[src/design/mcpg_pkg.sv]
// Shared types, constants and helpers for the midpoint circle point generator.
// No dependencies; every other file in design/ refers to this package.
package mcpg_pkg;

    localparam int MAX_DIM_DEFAULT = 1024;
    localparam int DIM_W           = 11;
    localparam int COORD_W         = 8;
    localparam int RADIUS_W        = 8;
    localparam int COLOR_W         = 16;
    localparam int STEP_X_W        = 9;
    localparam int STEP_Y_W        = 10;
    localparam int DECISION_W      = 16;
    localparam int POINT_W         = 10;
    localparam int ADDR_W          = 21;
    localparam int QUEUE_DEPTH     = 2;
    localparam int QPTR_W          = (QUEUE_DEPTH > 1) ? $clog2(QUEUE_DEPTH) : 1;
    localparam int QCNT_W          = $clog2(QUEUE_DEPTH + 1);
    localparam logic [DIM_W-1:0] DIM_RESET = 11'd128;

    typedef enum logic {
        OP_START   = 1'b0,
        OP_ADVANCE = 1'b1
    } op_t;

    typedef enum logic {
        REG_SCREEN_WIDTH  = 1'b0,
        REG_SCREEN_HEIGHT = 1'b1
    } reg_index_t;

    // One iteration's worth of work handed from front to back.
    typedef struct packed {
        logic [COORD_W-1:0]  cx;
        logic [COORD_W-1:0]  cy;
        logic [STEP_X_W-1:0] a;
        logic [STEP_Y_W-1:0] b;
        logic [COLOR_W-1:0]  color;
        logic                done;
    } iter_t;

    function automatic logic [DIM_W-1:0] clamp_dim(input logic [DIM_W-1:0] v,
                                                   input int unsigned max_dim);
        logic [31:0] max_v;
        max_v = 32'(max_dim);
        if ({21'b0, v} > max_v)
            return max_v[DIM_W-1:0];
        return v;
    endfunction

endpackage

[src/design/mcpg_front.sv]
// Front end: accepts items, holds the circle state and runs the midpoint update.
// Pushes one iteration record per productive item. Uses mcpg_pkg.
module mcpg_front (
    input  logic                          aclk,
    input  logic                          aresetn,
    input  logic                          s_valid,
    output logic                          s_ready,
    input  logic                          s_operation,
    input  logic [mcpg_pkg::COORD_W-1:0]  s_center_x,
    input  logic [mcpg_pkg::COORD_W-1:0]  s_center_y,
    input  logic [mcpg_pkg::RADIUS_W-1:0] s_radius,
    input  logic [mcpg_pkg::COLOR_W-1:0]  s_draw_color,
    input  logic                          q_full,
    output logic                          q_push,
    output mcpg_pkg::iter_t               q_data
);

    logic [mcpg_pkg::COORD_W-1:0]    cx_reg, cy_reg;
    logic [mcpg_pkg::STEP_X_W-1:0]   step_x_reg, step_x_next;
    logic [mcpg_pkg::STEP_Y_W-1:0]   step_y_reg, step_y_next;
    logic [mcpg_pkg::DECISION_W-1:0] decision_reg, decision_next;
    logic [mcpg_pkg::COLOR_W-1:0]    color_reg;
    logic                            active_reg;

    logic                            is_start;
    logic [mcpg_pkg::STEP_X_W-1:0]   a;
    logic [mcpg_pkg::STEP_Y_W-1:0]   b;
    logic [mcpg_pkg::DECISION_W-1:0] d;
    logic [mcpg_pkg::DECISION_W-1:0] diff;
    logic signed [mcpg_pkg::STEP_Y_W:0] ny;
    logic [mcpg_pkg::STEP_X_W:0]     nx;
    logic                            done;

    assign s_ready  = !q_full;
    assign is_start = (s_operation == mcpg_pkg::OP_START);

    always_comb begin
        a    = is_start ? '0 : step_x_reg;
        b    = is_start ? {2'b0, s_radius} : step_y_reg;
        d    = is_start ? (16'd3 - {7'b0, s_radius, 1'b0}) : decision_reg;
        diff = {7'b0, a} - {6'b0, b};
        // d is two's complement; the sign bit picks the branch
        if (d[mcpg_pkg::DECISION_W-1]) begin
            decision_next = d + {5'b0, a, 2'b0} + 16'd6;
            ny            = $signed({1'b0, b});
        end else begin
            decision_next = d + {diff[13:0], 2'b0} + 16'd10;
            ny            = $signed({1'b0, b}) - 11'sd1;
        end
        nx          = {1'b0, a} + 10'd1;
        done        = $signed({1'b0, nx}) > ny;
        step_x_next = nx[mcpg_pkg::STEP_X_W-1:0];
        step_y_next = ny[mcpg_pkg::STEP_Y_W] ? '0 : ny[mcpg_pkg::STEP_Y_W-1:0];
    end

    // an advance with no circle in progress is taken and dropped
    assign q_push = s_valid && s_ready && (is_start || active_reg);

    always_comb begin
        q_data.cx    = is_start ? s_center_x : cx_reg;
        q_data.cy    = is_start ? s_center_y : cy_reg;
        q_data.a     = a;
        q_data.b     = b;
        q_data.color = is_start ? s_draw_color : color_reg;
        q_data.done  = done;
    end

    always_ff @(posedge aclk) begin
        if (!aresetn) begin
            active_reg   <= 1'b0;
            cx_reg       <= '0;
            cy_reg       <= '0;
            step_x_reg   <= '0;
            step_y_reg   <= '0;
            decision_reg <= '0;
            color_reg    <= '0;
        end else if (q_push) begin
            active_reg   <= !done;
            cx_reg       <= q_data.cx;
            cy_reg       <= q_data.cy;
            color_reg    <= q_data.color;
            step_x_reg   <= step_x_next;
            step_y_reg   <= step_y_next;
            decision_reg <= decision_next;
        end
    end

endmodule

[src/design/mcpg_queue.sv]
// Short FIFO of iteration records between front and back.
// Uses mcpg_pkg for the record type and depth.
module mcpg_queue (
    input  logic            aclk,
    input  logic            aresetn,
    input  logic            push,
    input  mcpg_pkg::iter_t push_data,
    input  logic            pop,
    output logic            head_valid,
    output logic            full,
    output mcpg_pkg::iter_t head
);

    mcpg_pkg::iter_t                mem_reg [mcpg_pkg::QUEUE_DEPTH];
    logic [mcpg_pkg::QPTR_W-1:0]    wr_ptr_reg, rd_ptr_reg;
    logic [mcpg_pkg::QCNT_W-1:0]    count_reg;
    logic                           do_pop;

    localparam logic [mcpg_pkg::QPTR_W-1:0] PTR_LAST = mcpg_pkg::QPTR_W'(mcpg_pkg::QUEUE_DEPTH - 1);
    localparam logic [mcpg_pkg::QCNT_W-1:0] CNT_FULL = mcpg_pkg::QCNT_W'(mcpg_pkg::QUEUE_DEPTH);

    assign head_valid = (count_reg != '0);
    assign full       = (count_reg == CNT_FULL);
    assign head       = mem_reg[rd_ptr_reg];
    assign do_pop     = pop && head_valid;

    always_ff @(posedge aclk) begin
        if (push)
            mem_reg[wr_ptr_reg] <= push_data;
    end

    always_ff @(posedge aclk) begin
        if (!aresetn) begin
            wr_ptr_reg <= '0;
            rd_ptr_reg <= '0;
            count_reg  <= '0;
        end else begin
            if (push)
                wr_ptr_reg <= (wr_ptr_reg == PTR_LAST) ? '0 : wr_ptr_reg + 1'b1;
            if (do_pop)
                rd_ptr_reg <= (rd_ptr_reg == PTR_LAST) ? '0 : rd_ptr_reg + 1'b1;
            if (push && !do_pop)
                count_reg <= count_reg + 1'b1;
            else if (do_pop && !push)
                count_reg <= count_reg - 1'b1;
        end
    end

endmodule

[src/design/mcpg_back.sv]
// Back end: walks the eight symmetric points of the queue head, one per cycle while the
// output is not stalled, clips each and forms its byte address into the output register. Uses mcpg_pkg.
module mcpg_back (
    input  logic                                aclk,
    input  logic                                aresetn,
    input  logic                                q_valid,
    input  mcpg_pkg::iter_t                     q_head,
    output logic                                q_pop,
    input  logic [mcpg_pkg::DIM_W-1:0]          screen_w,
    input  logic [mcpg_pkg::DIM_W-1:0]          screen_h,
    output logic                                m_valid,
    input  logic                                m_ready,
    output logic signed [mcpg_pkg::POINT_W-1:0] m_point_x,
    output logic signed [mcpg_pkg::POINT_W-1:0] m_point_y,
    output logic                                m_in_range,
    output logic [mcpg_pkg::ADDR_W-1:0]         m_byte_address,
    output logic [mcpg_pkg::COLOR_W-1:0]        m_pixel_color,
    output logic                                m_last_of_step,
    output logic                                m_circle_done
);

    logic [2:0]                         idx_reg;
    logic                               valid_reg;
    logic [mcpg_pkg::POINT_W-1:0]       px_reg, py_reg;
    logic                               in_range_reg;
    logic [mcpg_pkg::ADDR_W-1:0]        addr_reg;
    logic [mcpg_pkg::COLOR_W-1:0]       color_reg;
    logic                               last_reg, done_reg;

    logic                               adv;
    logic [mcpg_pkg::STEP_Y_W-1:0]      u, v;
    logic signed [11:0]                 px, py;
    logic                               ok;
    logic [21:0]                        lin;
    logic [mcpg_pkg::ADDR_W-1:0]        addr;

    assign adv   = q_valid && (!valid_reg || m_ready);
    assign q_pop = adv && (idx_reg == 3'd7);

    // idx[2] swaps the octant pair, idx[1] negates x offset, idx[0] negates y offset
    always_comb begin
        u   = idx_reg[2] ? q_head.b : {1'b0, q_head.a};
        v   = idx_reg[2] ? {1'b0, q_head.a} : q_head.b;
        px  = idx_reg[1] ? $signed({4'b0, q_head.cx}) - $signed({2'b0, u})
                         : $signed({4'b0, q_head.cx}) + $signed({2'b0, u});
        py  = idx_reg[0] ? $signed({4'b0, q_head.cy}) - $signed({2'b0, v})
                         : $signed({4'b0, q_head.cy}) + $signed({2'b0, v});
        ok  = !px[11] && !py[11]
              && (px[10:0] < screen_w) && (py[10:0] < screen_h);
        lin = 22'(py[9:0] * screen_w) + {12'b0, px[9:0]};
        addr = ok ? {lin[19:0], 1'b0} : '0;
    end

    always_ff @(posedge aclk) begin
        if (!aresetn) begin
            idx_reg   <= '0;
            valid_reg <= 1'b0;
        end else begin
            if (adv) begin
                idx_reg   <= idx_reg + 1'b1;
                valid_reg <= 1'b1;
            end else if (m_ready)
                valid_reg <= 1'b0;
        end
    end

    always_ff @(posedge aclk) begin
        if (adv) begin
            px_reg       <= px[mcpg_pkg::POINT_W-1:0];
            py_reg       <= py[mcpg_pkg::POINT_W-1:0];
            in_range_reg <= ok;
            addr_reg     <= addr;
            color_reg    <= q_head.color;
            last_reg     <= (idx_reg == 3'd7);
            done_reg     <= q_head.done;
        end
    end

    assign m_valid        = valid_reg;
    assign m_point_x      = $signed(px_reg);
    assign m_point_y      = $signed(py_reg);
    assign m_in_range     = in_range_reg;
    assign m_byte_address = addr_reg;
    assign m_pixel_color  = color_reg;
    assign m_last_of_step = last_reg;
    assign m_circle_done  = done_reg;

endmodule

[src/design/midpoint_circle_point_generator_core.sv]
// Top level of the midpoint circle point generator: config registers, front, queue, back.
// Depends on mcpg_pkg, mcpg_front, mcpg_queue and mcpg_back.
//
// Each start item (and each advance while a circle is in progress) yields eight
// points, one per clock while m_ready does not stall the output; the back
// end's single point datapath (clip compares and the row*width address multiply)
// sets that rate. A two-entry queue lets the front take the next item while the
// back is still emitting, and the output register lets the next point form in the
// same cycle the previous one is taken. The first point passes through the queue and
// then the output register. Advances with no circle in progress are taken and give nothing.
// Screen sizes above MAX_DIM are clamped when written; a size of zero puts every
// point out of range.
module midpoint_circle_point_generator_core #(
    parameter int unsigned MAX_DIM = mcpg_pkg::MAX_DIM_DEFAULT
) (
    input  logic                                aclk,
    input  logic                                aresetn,
    input  logic                                cfg_wr_en,
    input  logic                                cfg_index,
    input  logic [mcpg_pkg::DIM_W-1:0]          cfg_wr_data,
    input  logic                                s_valid,
    output logic                                s_ready,
    input  logic                                s_operation,
    input  logic [mcpg_pkg::COORD_W-1:0]        s_center_x,
    input  logic [mcpg_pkg::COORD_W-1:0]        s_center_y,
    input  logic [mcpg_pkg::RADIUS_W-1:0]       s_radius,
    input  logic [mcpg_pkg::COLOR_W-1:0]        s_draw_color,
    output logic                                m_valid,
    input  logic                                m_ready,
    output logic signed [mcpg_pkg::POINT_W-1:0] m_point_x,
    output logic signed [mcpg_pkg::POINT_W-1:0] m_point_y,
    output logic                                m_in_range,
    output logic [mcpg_pkg::ADDR_W-1:0]         m_byte_address,
    output logic [mcpg_pkg::COLOR_W-1:0]        m_pixel_color,
    output logic                                m_last_of_step,
    output logic                                m_circle_done
);

    logic [mcpg_pkg::DIM_W-1:0] width_reg, height_reg;
    logic                       q_full, q_push, q_pop, q_valid;
    mcpg_pkg::iter_t            q_in, q_head;

    // sizes are stored already clamped to MAX_DIM
    always_ff @(posedge aclk) begin
        if (!aresetn) begin
            width_reg  <= mcpg_pkg::clamp_dim(mcpg_pkg::DIM_RESET, MAX_DIM);
            height_reg <= mcpg_pkg::clamp_dim(mcpg_pkg::DIM_RESET, MAX_DIM);
        end else if (cfg_wr_en) begin
            unique case (cfg_index)
                mcpg_pkg::REG_SCREEN_WIDTH:
                    width_reg <= mcpg_pkg::clamp_dim(cfg_wr_data, MAX_DIM);
                mcpg_pkg::REG_SCREEN_HEIGHT:
                    height_reg <= mcpg_pkg::clamp_dim(cfg_wr_data, MAX_DIM);
                default: ;
            endcase
        end
    end

    mcpg_front u_front (
        .aclk         (aclk),
        .aresetn      (aresetn),
        .s_valid      (s_valid),
        .s_ready      (s_ready),
        .s_operation  (s_operation),
        .s_center_x   (s_center_x),
        .s_center_y   (s_center_y),
        .s_radius     (s_radius),
        .s_draw_color (s_draw_color),
        .q_full       (q_full),
        .q_push       (q_push),
        .q_data       (q_in)
    );

    mcpg_queue u_queue (
        .aclk       (aclk),
        .aresetn    (aresetn),
        .push       (q_push),
        .push_data  (q_in),
        .pop        (q_pop),
        .head_valid (q_valid),
        .full       (q_full),
        .head       (q_head)
    );

    mcpg_back u_back (
        .aclk           (aclk),
        .aresetn        (aresetn),
        .q_valid        (q_valid),
        .q_head         (q_head),
        .q_pop          (q_pop),
        .screen_w       (width_reg),
        .screen_h       (height_reg),
        .m_valid        (m_valid),
        .m_ready        (m_ready),
        .m_point_x      (m_point_x),
        .m_point_y      (m_point_y),
        .m_in_range     (m_in_range),
        .m_byte_address (m_byte_address),
        .m_pixel_color  (m_pixel_color),
        .m_last_of_step (m_last_of_step),
        .m_circle_done  (m_circle_done)
    );

endmodule

[config.mk]
export PLATFORM = sky130hd
export DESIGN_NAME = midpoint_circle_point_generator_core
export DESIGN_NICKNAME = d
export VERILOG_FILES = /design/src/design/mcpg_pkg.sv /design/src/design/mcpg_front.sv /design/src/design/mcpg_queue.sv /design/src/design/mcpg_back.sv /design/src/design/midpoint_circle_point_generator_core.sv
export SDC_FILE = /design/constraint.sdc
export NUM_CORES = 1
export LEC_CHECK = 0
export ABC_CLOCK_PERIOD_IN_PS = 9300
export BUFFER_PORTS_ARGS = -buffer_cell sky130_fd_sc_hd__buf_2
export CORE_UTILIZATION = 42
export CTS_BUF_LIST = sky130_fd_sc_hd__clkbuf_4
export DETAILED_ROUTE_END_ITERATION = 8
export GPL_TIMING_DRIVEN = 0
export PLACE_DENSITY_LB_ADDON = 0.15
export SETUP_SLACK_MARGIN = 0.3
export SYNTH_ARGS = -nofsm -noshare
export SYNTH_HDL_FRONTEND = slang
export SYNTH_SLANG_ARGS = --single-unit
[constraint.sdc]
create_clock -name aclk -period 9.3 [get_ports aclk]
set_clock_uncertainty 0.1 [all_clocks]
set_input_delay 0 -clock aclk [delete_from_list [all_inputs] [get_ports aclk]]
set_output_delay 0 -clock aclk [all_outputs]
set_load 0.02 [all_outputs]
**Word-level counts from Yosys, hierarchy flattened**

Memory sizes are Yosys's and may differ from the RTL's. A register that Yosys moved wholly into a read port is not among the register bits.
Index checks and enable logic that the tools add are counted.

- Bits of input ports: 58
- Word-level logic and storage cells: 107
- Memories: 1
- Register bits: 158
- Bits in writable memories: 104
- Output and inout port bits: 62

Memories:

| memory | depth | width | rd ports | clocked after memory_dff | wr ports | line | source |
|---|---|---|---|---|---|---|---|
| u_queue.mem_reg | 2 | 52 | 1 | 1 | 1 | mcpg_queue.sv:14 | `mcpg_pkg::iter_t mem_reg [mcpg_pkg::QUEUE_DEPTH];` |

- Multiply operators: 1
- Mux-type cells: 33
- Bitwise logic cells: 2
- Reduce and logical (&&, ||, !) cells: 24
- Add/subtract/negate cells: 18
- Order comparisons: 4
- Equality and inequality tests: 2

Operator list:

| cell | count |
|---|---|
| $mux 16 | 3 |
| $mux 11 | 4 |
| $mux 10 | 4 |
| $mux 12 | 2 |
| $add 8x10->11 | 2 |
| $lt 11x11->1 | 2 |
| $sub 8x10->11 | 2 |
| $add 20x10->20 | 1 |
| $mul 10x11->20 | 1 |
| $add 16x11->16 | 1 |
| $add 16x16->16 | 1 |
| $add 16x3->16 const B | 1 |
| $add 16x4->16 const B | 1 |
| $mux 8 | 2 |
| $mux 1 | 15 |
| $gt 11x11->1 | 1 |
| $gt 11x11->1 const B | 1 |
| $sub 10x1->11 const B | 1 |
| $sub 9x10->11 | 1 |
| $add 9x1->10 const B | 1 |
| $logic_and 1x1->1 | 10 |
| $sub 2x9->10 const A | 1 |
| $mux 9 | 1 |
| $logic_not 1->1 | 7 |
| other kinds (11) | 18 |

**Logic depth before layout (Yosys ltp)**

Gate-level depths: netlist of the first run.

- Depth in word-level cells: 8
- Depth in mapped cells: 37
- Gate-level depth less buffers: 32

**Cells and area by module**

From an unflattened synthesis of the first run, not the netlist that was laid out.

- Cell total of the unflattened synthesis: 1927
- Area total of the unflattened synthesis: 19175.9 µm²

By module, submodules not included:

| module | area each (µm²) | sequential area each (µm²) | instances | cells each |
|---|---|---|---|---|
| mcpg_back | 8458.1 | 1851.8 | 1 | 893 |
| mcpg_front | 5841.9 | 1341.3 | 1 | 741 |
| mcpg_queue | 3971.3 | 3223.1 | 1 | 184 |
| midpoint_circle_point_generator_core | 904.6 | 440.4 | 1 | 109 |

**Least setup slack after synthesis of the first run**

No wires, ideal clock.

- Kind: register to register
- Start point: register (tool-made name)
- End point: register u_back.addr_reg, in the netlist u_back.m_byte_address[20] (data pin)
- Library setup time: 0.257 ns
- Arrival: 7.784 ns
- Cell stages (with the launch flop): 32
- Path buffers: 4
- Required time: 8.943 ns
- Period minus slack after synthesis: 8.141 ns
- Setup slack: 1.159 ns
- Path through: dfxtp_1 > buf_6 > buf_2 > buf_2 > buf_1 > mux2_2 > ha_1 > o21a_1 > o31a_1 > or4_1 > a31o_2 > a31oi_4 > xnor2_1 > inv_2 > nand2_1 > fa_1 > fa_1 > inv_1 > fa_1 > fa_1 > inv_1 > fa_1 > inv_1 > ha_1 > nand2_1 > a2111oi_0 > a21o_1 > a21oi_1 > o211ai_1 > a31oi_1 > xnor3_1 > nor2_1

RTL lines:

| item | line | source |
|---|---|---|
| end signal, assigned | mcpg_back.sv:72 | `addr_reg <= addr;` |
| end, declared | mcpg_back.sv:26 | `logic [mcpg_pkg::ADDR_W-1:0] addr_reg;` |

==> results of run 1 <==
## worst max-delay path, delay by kind of cell (launching register included)
family | cells | cell delay (ns)
mux | 1 | 0.38
buf+inv | 7 | 1.18
xor+xnor | 2 | 0.46
fa+ha+maj | 7 | 3.32
compound gates | 9 | 1.77
simple gates | 5 | 0.80
flops | 1 | 0.32
## where the power goes
group	leakage, nW	total [W]	internal, W	switching (W)
Clock	0.522	0.00102	0.000490	0.000533
Sequential	2.35	0.00143	0.00139	0.0000389
Combinational	6.75	0.00183	0.000726	0.00111
## final timing paths
check,start,slack [ns],cells after the start,to
hold reg to reg,u_front.cx_reg[5]$_SDFFE_PN0P_,0.36,2,u_front.cx_reg[5]$_SDFFE_PN0P_
setup / recovery,flip-flop,0.68,31,u_back.m_byte_address[20]$_SDFFCE_PN0P_
setup reg to reg,flip-flop,0.68,31,u_back.m_byte_address[20]$_SDFFCE_PN0P_
hold / removal,cfg_wr_data[8],0.11,5,height_reg[8]$_SDFFE_PN0P_
## metrics by stage
stage          worst slack [ns]  util (%)  setup TNS, ns  hold slack, ns  area [um^2]
6_report                 0.6827     50.98              0          0.1051        22150
5_1_grt                  0.2549     50.98              0         0.06569        22150
4_1_cts                  0.3023     50.74              0         0.01538        22050
3_5_place_dp            -0.2676     46.28        -0.7571          0.2426        20110
3_3_place_gp            -0.1078     46.00        -0.2303          0.2384        19990
2_1_floorplan             1.159         -              0         0.07165        18670
## layout make-up
cell class                      instances  area, um^2
Tap cell                              585       732.0
Inverter                              240       900.9
Buffer                                 79       357.8
Clock buffer                           95       713.2
Fill cell                            4107       21300
Clock inverter                         36       173.9
Multi-Input combinational cell       1308       10660
Antenna cell                            2       5.005
Sequential cell                       261        6857
Timing Repair Buffer                  229        1754
## cells by family (layout without fill, tap and decap cells)
logic type               Yosys count  in the layout
AND/OR/NAND/NOR                  531            531
buffers and inverters            319            679
AO/OA/AOI/OAI                    318            318
adder cells (fa/ha/maj)          265            265
flip-flops                       261            261
multiplexers                     109            109
XOR/XNOR                          84             84
other                              1              3
## placed cells by master (no fill, tap or decap), types with 21 or more instances in the layout
master and n:
inv_1 238, nor3_1 21, nor3b_1 23, mux2_2 72, buf_2 126, nand3_1 22
nor2b_1 50, and2_1 63, xnor2_1 53, nand2_1 222, ha_1 179, fa_1 86
mux2i_1 31, edfxtp_1 163, clkbuf_1 45, a21boi_0 41, o21ai_0 65, clkinv_1 25
nor2_1 74, a21oi_1 81, dfxtp_1 98, xor2_1 26, dlygate4sd3_1 103, clkbuf_4 99
## repair_timing
item / 4_1_cts / 5_1_grt
buffers inserted: 0 / 4
pin swaps: 0 / 2
setup endpoints to repair: 6 / 6
hold buffers: 103 / 0
hold endpoints to repair: 207 / 0
gates resized for setup: 8 / 22
## per-layer routing
layer	track usage (%)	up-vias
li1	-	7047
met2	39.20	280
met5	0	-
met1	26.60	6864
met3	3.839	80
met4	7.740	0
==> out/metrics.cfg, run 1 <==
[global_routing]
grt_max_degree = 36
overflow = 0
grt_pass1_vias = 14560
grt_pass1_wl_um = 76370
grtUsageTotal_pct = 22.03
grt_antenna_before_repair = 2

[layout]
drive_above_1_share_pct = 16.28
areaGrowthSynthToFinish_pct = 18.65
instances_no_fill = 2835
largest_reg_flops = 104
fin_nets = 2516

[logic_synthesis]
synth_fp_nets = 2211
synthTopCellsByCount = inv_1 (238), nand2_1 (222), ha_1 (179)
synth_adder_area_share_pct = 21.22
async_flop_share_pct = 0
post-synth-top-area-cell = edfxtp_1
syn_inst = 1888
avgSynthCellArea_um2 = 9.890
synth-seq-cells = 261
synthXorXnorAreaFrac_pct = 4.014
ys_seq_area_share_pct = 36.72
synth-compound-area-share_pct = 11.09
synth_edf_count = 163
synthMuxAreaShare_pct = 6.540
synth_flop_cell = edfxtp_1
synthSimpleGateAreaFrac_pct = 13.80
synth_area_um2 = 18670
synth_top_family_by_area = adder cells
synth-warning-count = 0
synth.most_common_cell = inv_1
synth_top_area_share_pct = 26.21
ys_types = 70
ys_top_cells_by_area = edfxtp_1 (26%), ha_1 (12%), dfxtp_1 (11%)

[clocking]
htree_levels = 3
cts_inserted_buffers = 74
clockBufferDepth = 3
clkTransAtPathRegs_ns = 0.06
clock-sinks = 261
ctsRootBufferMaster = clkbuf_4
clk-insertion-delay-late_ns = 0.81
cts_tree = done

[placement]
place.port_buffers = 117
place_inst = 2595
place_hpwl_um = 36220
gp_congestion = 0.8967

[worst_setup_path]
setup.worst_path.class = reg2reg
max_stage_delay_ns = 0.54
crit_arrival_ns = 9.05
critPathMostFrequentCell = fa_1
cp-start-kind = flip-flop
end_kind = flip-flop
crit_fanout = 11
slowest_stage = fa_1
critPathRequiredTime_ns = 9.73

[route]
antenna_left = 0
met3_length_um = 1750
wirelength_um = 47870
route.detailed.drc = 0
via_per_inst = 5.034
drt_iter0_markers = 760
dr_wl_met2_um = 23940
dr.pass1.iters = 5
routedWlPerCell_um = 16.89
met1_length_um = 20970
vias = 14270
topRoutingLayerUsed = met4

[sta]
setup_viol = 0
post-route-min-period_ns = 8.617
hold_viol_final = 0
finalMaxSlewViolations = 0
timing.final.crit_share_pct = 92.66
fmax_ghz = 0.1160
rsz0062_at_grt = true
slew_headroom_pct = 39.27
worstMarginPinSlew_ns = 0.8880

[run_status]
outcome = finished, final reports clean

[power_and_ir_drop]
total_power_w = 0.004289
ir_drop_mv = 0.08985
powerDensity_nw_per_um2 = 193.6
leakagePower_nw = 9.615

[worst_hold_path]
min_path_type = in2reg

[floorplan]
dieArea_um2 = 45300
core_um2 = 43460
fp.dieH_um = 212.8
die_w_um = 212.8
rows = 76
start_util_pct = 42.97
io_pins = 120

[job]
maxCapViolCount = 0

Power figures use the tool's default switching activity.
==> inputs of run 2 (changes only) <==
--- a/config.mk
+++ b/config.mk
@@ -11,7 +11,8 @@
 export CTS_BUF_LIST = sky130_fd_sc_hd__clkbuf_4
 export DETAILED_ROUTE_END_ITERATION = 8
 export GPL_TIMING_DRIVEN = 0
-export PLACE_DENSITY_LB_ADDON = 0.15
+export PLACE_DENSITY = 0.55
+export REMOVE_ABC_BUFFERS = 1
 export SETUP_SLACK_MARGIN = 0.3
 export SYNTH_ARGS = -nofsm -noshare
 export SYNTH_HDL_FRONTEND = slang
==> run 2 against run 1 <==
  * Global-route usage down 2.1 points
  * First-iteration DRC count down 32%
  * Via count down 3.0%
  * Critical path depth down 3
  * Die area unchanged
  * Cell area down 0.45%
  * Critical path type unchanged
  * Critical endpoint unchanged
  * Hold slack worse by 0.036 ns
==> out/metrics.cfg, run 2 (synthesis gave the netlist of run 1 again) <==
[placement]
gp_congestion = 0.8253
place_ws_ns = -0.7287
place_hpwl_um = 30580
place.port_buffers = 118

[route]
dr.pass1.iters = 5
route.detailed.drc = 0
antenna_left = 0
vias = 13850
drt_iter0_markers = 514
wirelength_um = 43710
via_per_inst = 5.001
routedWlPerCell_um = 15.79

[floorplan]
io_pins = 120
rows = 76
core_um2 = 43460
start_util_pct = 42.97
die_w_um = 212.8
dieArea_um2 = 45300
fp.dieH_um = 212.8

[worst_setup_path]
setup.worst_path.class = reg2reg
max_stage_delay_ns = 0.55
crit_buf_inv = 4
path_delay_family = adder cells
crit_fanout = 15
end_kind = flip-flop
slowest_stage = fa_1
cp-start-kind = flip-flop
critPathMostFrequentCell = fa_1
crit_arrival_ns = 8.88
critPathRequiredTime_ns = 9.78

[run_status]
outcome = finished, final reports clean

[clocking]
clkTransAtPathRegs_ns = 0.06
clock-sinks = 261
ctsRootBufferMaster = clkbuf_4
clockBufferDepth = 3
cts_tree = done
htree_levels = 3
clk-insertion-delay-late_ns = 0.78
cts_inserted_buffers = 75

[global_routing]
grt_pass1_vias = 14220
grt_pass1_wl_um = 70650
overflow = 0
grt_max_degree = 72
grtUsageTotal_pct = 19.97
grt_antenna_before_repair = 2

[sta]
rsz0062_at_grt = false
fmax_ghz = 0.1191
hold_ws_ns = 0.06919
worstMarginPinSlew_ns = 0.9884
setup_viol = 0
post-route-min-period_ns = 8.397
finalMaxSlewViolations = 0
timing.final.crit_share_pct = 90.29
fin_ws_ns = 0.9033
hold_viol_final = 0
slew_headroom_pct = 33.92

[layout]
fin_nets = 2446
areaGrowthSynthToFinish_pct = 18.11
final_common_cell = inv_1
largest_reg_flops = 104
layout_common_cells = inv_1 (238), nand2_1 (222), ha_1 (179)
drive_above_1_share_pct = 16.96

[power_and_ir_drop]
leakagePower_nw = 9.571
ir_drop_mv = 0.09530
powerDensity_nw_per_um2 = 194.4

[job]
maxCapViolCount = 0

[worst_hold_path]
min_path_type = in2reg

run 2: metrics by stage:
stage | instance area [um^2] | setup TNS, ns | utilization, % | power, W | instances
2_1_floorplan | 18340 | 0 | - | 0.002713 | 1809
3_3_place_gp | 19660 | -17.90 | 45.25 | 0.003149 | 2512
3_5_place_dp | 19910 | -3.319 | 45.82 | 0.003206 | 2521
4_1_cts | 21990 | 0 | 50.60 | 0.004352 | 2763
5_1_grt | 22050 | 0 | 50.75 | 0.004639 | 2769
6_report | 22050 | 0 | 50.75 | 0.004288 | 2769
run 2: timing repair:
item,in CTS,in global routing
endpoints found under the setup margin,9,5
pin swaps,0,1
buffers inserted,1,3
gates resized for setup,5,4
hold buffers,106,0
endpoints found under the hold margin,213,0
run 2: report_power, final:
part,switching [W],total (W),internal (W)
registers,0.0000504,0.00144,0.00139
clock network,0.000506,0.00107,0.000565
logic,0.00105,0.00177,0.000720
run 2: path summary, 6_finish.rpt:
path	start	endpoint	slack, ns	cells after the start
max	flip-flop	u_back.m_byte_address[20]$_SDFFCE_PN0P_	0.90	28
min	s_draw_color[9]	u_queue.mem_reg[0][10]$_DFFE_PP_	0.07	3
max reg2reg	flip-flop	u_back.m_byte_address[20]$_SDFFCE_PN0P_	0.90	28
min reg2reg	u_front.color_reg[2]$_SDFFE_PN0P_	u_front.color_reg[2]$_SDFFE_PN0P_	0.36	2
run 2: cell type report:
| cell class | instances | area (um^2) |
|---|---|---|
| well taps | 585 | 732.0 |
| repair buffers | 237 | 1899 |
| clock inverters | 20 | 91.34 |
| multi-input cells | 1308 | 10700 |
| fillers | 4130 | 21400 |
| inverters | 240 | 903.4 |
| flip-flops and latches | 261 | 6862 |
| clock buffers | 115 | 863.3 |
| diodes | 3 | 7.507 |
run 2: worst reg2reg max path: cells and delay by family (launching register included):
family          cells  cell delay (ns)
fa+ha+maj           7             3.10
xor+xnor            2             0.54
mux                 1             0.41
compound gates     10             2.38
buf+inv             4             0.37
flops               1             0.53
simple gates        4             0.84
run 2: layer usage:
layer	vias up	track usage, %	share of wire, %
met5	-	0	0
met1	6623	23.39	43
met4	0	7.988	2.8
met2	236	35.66	50
met3	85	3.839	3.6
li1	6903	-	-
==> inputs of run 3 (changes only) <==
--- a/config.mk
+++ b/config.mk
@@ -5,13 +5,15 @@
 export SDC_FILE = /design/constraint.sdc
 export NUM_CORES = 1
 export LEC_CHECK = 0
+export ABC_AREA = 1
 export ABC_CLOCK_PERIOD_IN_PS = 9300
 export BUFFER_PORTS_ARGS = -buffer_cell sky130_fd_sc_hd__buf_2
-export CORE_UTILIZATION = 42
+export CORE_UTILIZATION = 45
 export CTS_BUF_LIST = sky130_fd_sc_hd__clkbuf_4
 export DETAILED_ROUTE_END_ITERATION = 8
 export GPL_TIMING_DRIVEN = 0
-export PLACE_DENSITY = 0.55
+export PLACE_DENSITY = 0.58
+export RECOVER_POWER = 50
 export REMOVE_ABC_BUFFERS = 1
 export SETUP_SLACK_MARGIN = 0.3
 export SYNTH_ARGS = -nofsm -noshare
==> run 3 against run 2 <==
  * The flow now finishes with violations (design-rule violations, max-capacitance violations, max-slew violations)
  * Global-route usage increased by 2.8 points
  * Die area decreased by 5.6%
  * Critical path type unchanged
  * Cell area decreased by 0.99%
  * Synthesized area increased by 1.1%
  * Critical path depth increased by 7
  * Sequential power about the same
==> out/metrics.cfg, run 3 <==
[sta]
post-route-min-period_ns = 8.347
timing.final.crit_share_pct = 89.75
worstMarginPinSlew_ns = 3.470
rsz0062_at_grt = false
slew_headroom_pct = -131.3
hold_viol_final = 0
fin_ws_ns = 0.9530
setup_viol = 0
fmax_ghz = 0.1198
finalMaxSlewViolations = 239

[clocking]
clockBufferDepth = 3
cts_inserted_buffers = 75
clk-insertion-delay-late_ns = 0.78
cts_tree = done
htree_levels = 3
clkTransAtPathRegs_ns = 0.07
ctsRootBufferMaster = clkbuf_4
clock-sinks = 261

[worst_setup_path]
critPathMostFrequentCell = inv_1
setup.worst_path.class = reg2reg
r2r-end = u_back.m_byte_address[16]$_SDFFCE_PN0P_
path_delay_family = adder cells
crit_arrival_ns = 8.77
critPathRequiredTime_ns = 9.72
cp.depth = 35
cp-start-kind = flip-flop
max_stage_delay_ns = 0.54
rr_worst_depth = 35
critical_path.endpoint = u_back.m_byte_address[16]$_SDFFCE_PN0P_
crit_buf_inv = 10
crit_fanout = 46
r2r_slack_ns = 0.95
end_kind = flip-flop
slowest_stage = fa_1

[logic_synthesis]
syn_inst = 2268
synthMuxAreaShare_pct = 0.3844
synth_flop_cell = edfxtp_1
synth_area_um2 = 18880
synth-compound-area-share_pct = 13.21
synth_top_family_by_area = adder cells
ys_seq_area_share_pct = 36.32
synthSimpleGateAreaFrac_pct = 16.80
synthTopCellsByCount = nand2_1 (453), inv_1 (383), o21ai_0 (210)
ys_top_cells_by_area = edfxtp_1 (26%), ha_1 (12%), dfxtp_1 (10%)
post-synth-top-area-cell = edfxtp_1
async_flop_share_pct = 0
synth-seq-cells = 261
synthXorXnorAreaFrac_pct = 2.585
synth-warning-count = 0
synth_adder_area_share_pct = 20.98
synth_edf_count = 163
avgSynthCellArea_um2 = 8.324
synth_top_area_share_pct = 25.93
ys_types = 56
synth.most_common_cell = nand2_1

[power_and_ir_drop]
p_switching_w = 0.002696
ir_drop_mv = 0.2251
internal_power_w = 0.003141
p_clk_share_pct = 18.1
p_seq_share_pct = 25.2
sw_frac_of_total_pct = 46.18
powerDensity_nw_per_um2 = 267.3
combPwrFrac_pct = 56.7
total_power_w = 0.005837
leakagePower_nw = 10.10

[global_routing]
grt_antenna_before_repair = 1
grt_max_degree = 90
grt_pass1_wl_um = 76290
overflow = 0
grt_pass1_vias = 15540
grtUsageTotal_pct = 22.81

[route]
route.detailed.drc = 5
drt_iter0_markers = 857
wirelength_um = 46830
dr.pass1.iters = 9
routedWlPerCell_um = 15.14
via_per_inst = 5.047
antenna_left = 0
vias = 15610

[layout]
areaGrowthSynthToFinish_pct = 15.65
fillers = 3947
fin_nets = 2829
layout_common_cells = nand2_1 (451), inv_1 (385), o21ai_0 (213)
instances_no_fill = 3093
largest_reg_flops = 104
drive_above_1_share_pct = 9.961
final_common_cell = nand2_1

[run_status]
violations = design-rule violations, max-capacitance violations, max-slew violations
outcome = finished with violations

[floorplan]
fp.dieH_um = 206.8
start_util_pct = 45.92
io_pins = 120
rows = 74
die_w_um = 206.8
dieArea_um2 = 42780
core_um2 = 41110

[placement]
place_ws_ns = 0.3484
gp_congestion = 0.8961
place.port_buffers = 118
place_inst = 2857
place_hpwl_um = 34060

[worst_hold_path]
min_path_type = in2reg

[job]
maxCapViolCount = 5

## run 3: cell types whose count changed in the layout (fill, tap and decap cells not counted), moves of 50 or more
cell | before | now
clkbuf_1 | 0 | 66
and2_1 | 63 | 0
nor2b_1 | 50 | 0
nor2_1 | 74 | 149
a21oi_1 | 83 | 191
inv_1 | 238 | 385
mux2_2 | 72 | 0
o21ai_0 | 64 | 213
buf_2 | 116 | 55
nand3_1 | 21 | 73
nand2_1 | 222 | 451
## run 3: area by class of cell
cell class / instances / area, um^2 / share of cell area, %
multi-input cells: 1542 / 10230 / 46.83
flip-flops and latches: 261 / 6860 / 31.42
repair buffers: 228 / 1642 / 7.518
inverters: 398 / 1503 / 6.882
clock buffers: 107 / 803.3 / 3.679
well taps: 532 / 665.6 / 3.049
clock inverters: 24 / 132.6 / 0.6074
diodes: 1 / 2.502 / 0.01146
## run 3: worst min path at each step
stage                   startpoint                          endpoint  slack [ns]  cells past startpoint
floorplan                  aresetn        height_reg[7]$_SDFFE_PN1P_      -0.001                      1
global placement    cfg_wr_data[7]        height_reg[7]$_SDFFE_PN1P_        0.19                      3
detailed placement  cfg_wr_data[7]        height_reg[7]$_SDFFE_PN1P_        0.19                      3
CTS                 cfg_wr_data[9]         width_reg[9]$_SDFFE_PN0P_      0.0004                      6
global route         s_center_x[7]  u_queue.mem_reg[1][51]$_DFFE_PP_        0.04                      4
finish               s_center_y[7]  u_queue.mem_reg[1][43]$_DFFE_PP_        0.08                      4
## run 3: tightest hold or removal path: cells and delay by family
kind / cells / cell delay [ns]
AO/OA/AOI/OAI: 1 / 0.12
buffers and inverters: 2 / 0.63
AND/OR/NAND/NOR: 1 / 0.04
## run 3: cells by family (layout without fill, tap and decap cells)
kind of cell | Yosys count | in the layout
buffers and inverters | 465 | 757
AO/OA/AOI/OAI | 463 | 463
XOR/XNOR | 54 | 54
adder cells (fa/ha/maj) | 265 | 265
other | 1 | 2
flip-flops | 261 | 261
multiplexers | 6 | 6
AND/OR/NAND/NOR | 753 | 753
## run 3: stage by stage
step           area [um^2]  util (%)  setup TNS, ns  hold slack [ns]
5_1_grt              21830     53.11              0          0.04401
2_1_floorplan        18550         -              0        -0.001359
6_report             21830     53.11              0          0.08009
3_3_place_gp         19810     48.18         -14.60           0.1881
4_1_cts              21940     53.38              0        0.0003503
3_5_place_dp         19980     48.59              0           0.1900
## run 3: power by group through the flow
| stage | Combinational (W) | Sequential, W | Clock [W] |
|---|---|---|---|
| 2_1_floorplan | 0.00243 | 0.00158 | 0 |
| 3_3_place_gp | 0.00322 | 0.00150 | 0 |
| 3_5_place_dp | 0.00328 | 0.00149 | 0 |
| 4_1_cts | 0.00334 | 0.00147 | 0.00110 |
| 5_1_grt | 0.00381 | 0.00149 | 0.00115 |
| 6_report | 0.00331 | 0.00147 | 0.00106 |
## run 3: per-layer routing
layer  GRT usage [%]  wire length (um)  vias up
li1                -                 -     7883
met1           28.24             20910     7304
met2           39.46             22680      323
met3           3.830              1825      100
met4           9.072              1415        0
met5               0                 0        -
## run 3: what timing repair did
action,in CTS,in global routing
setup buffers,0,0
hold endpoints to repair,216,0
hold buffers,103,0
setup endpoints to repair,0,11
gates resized for setup,0,9
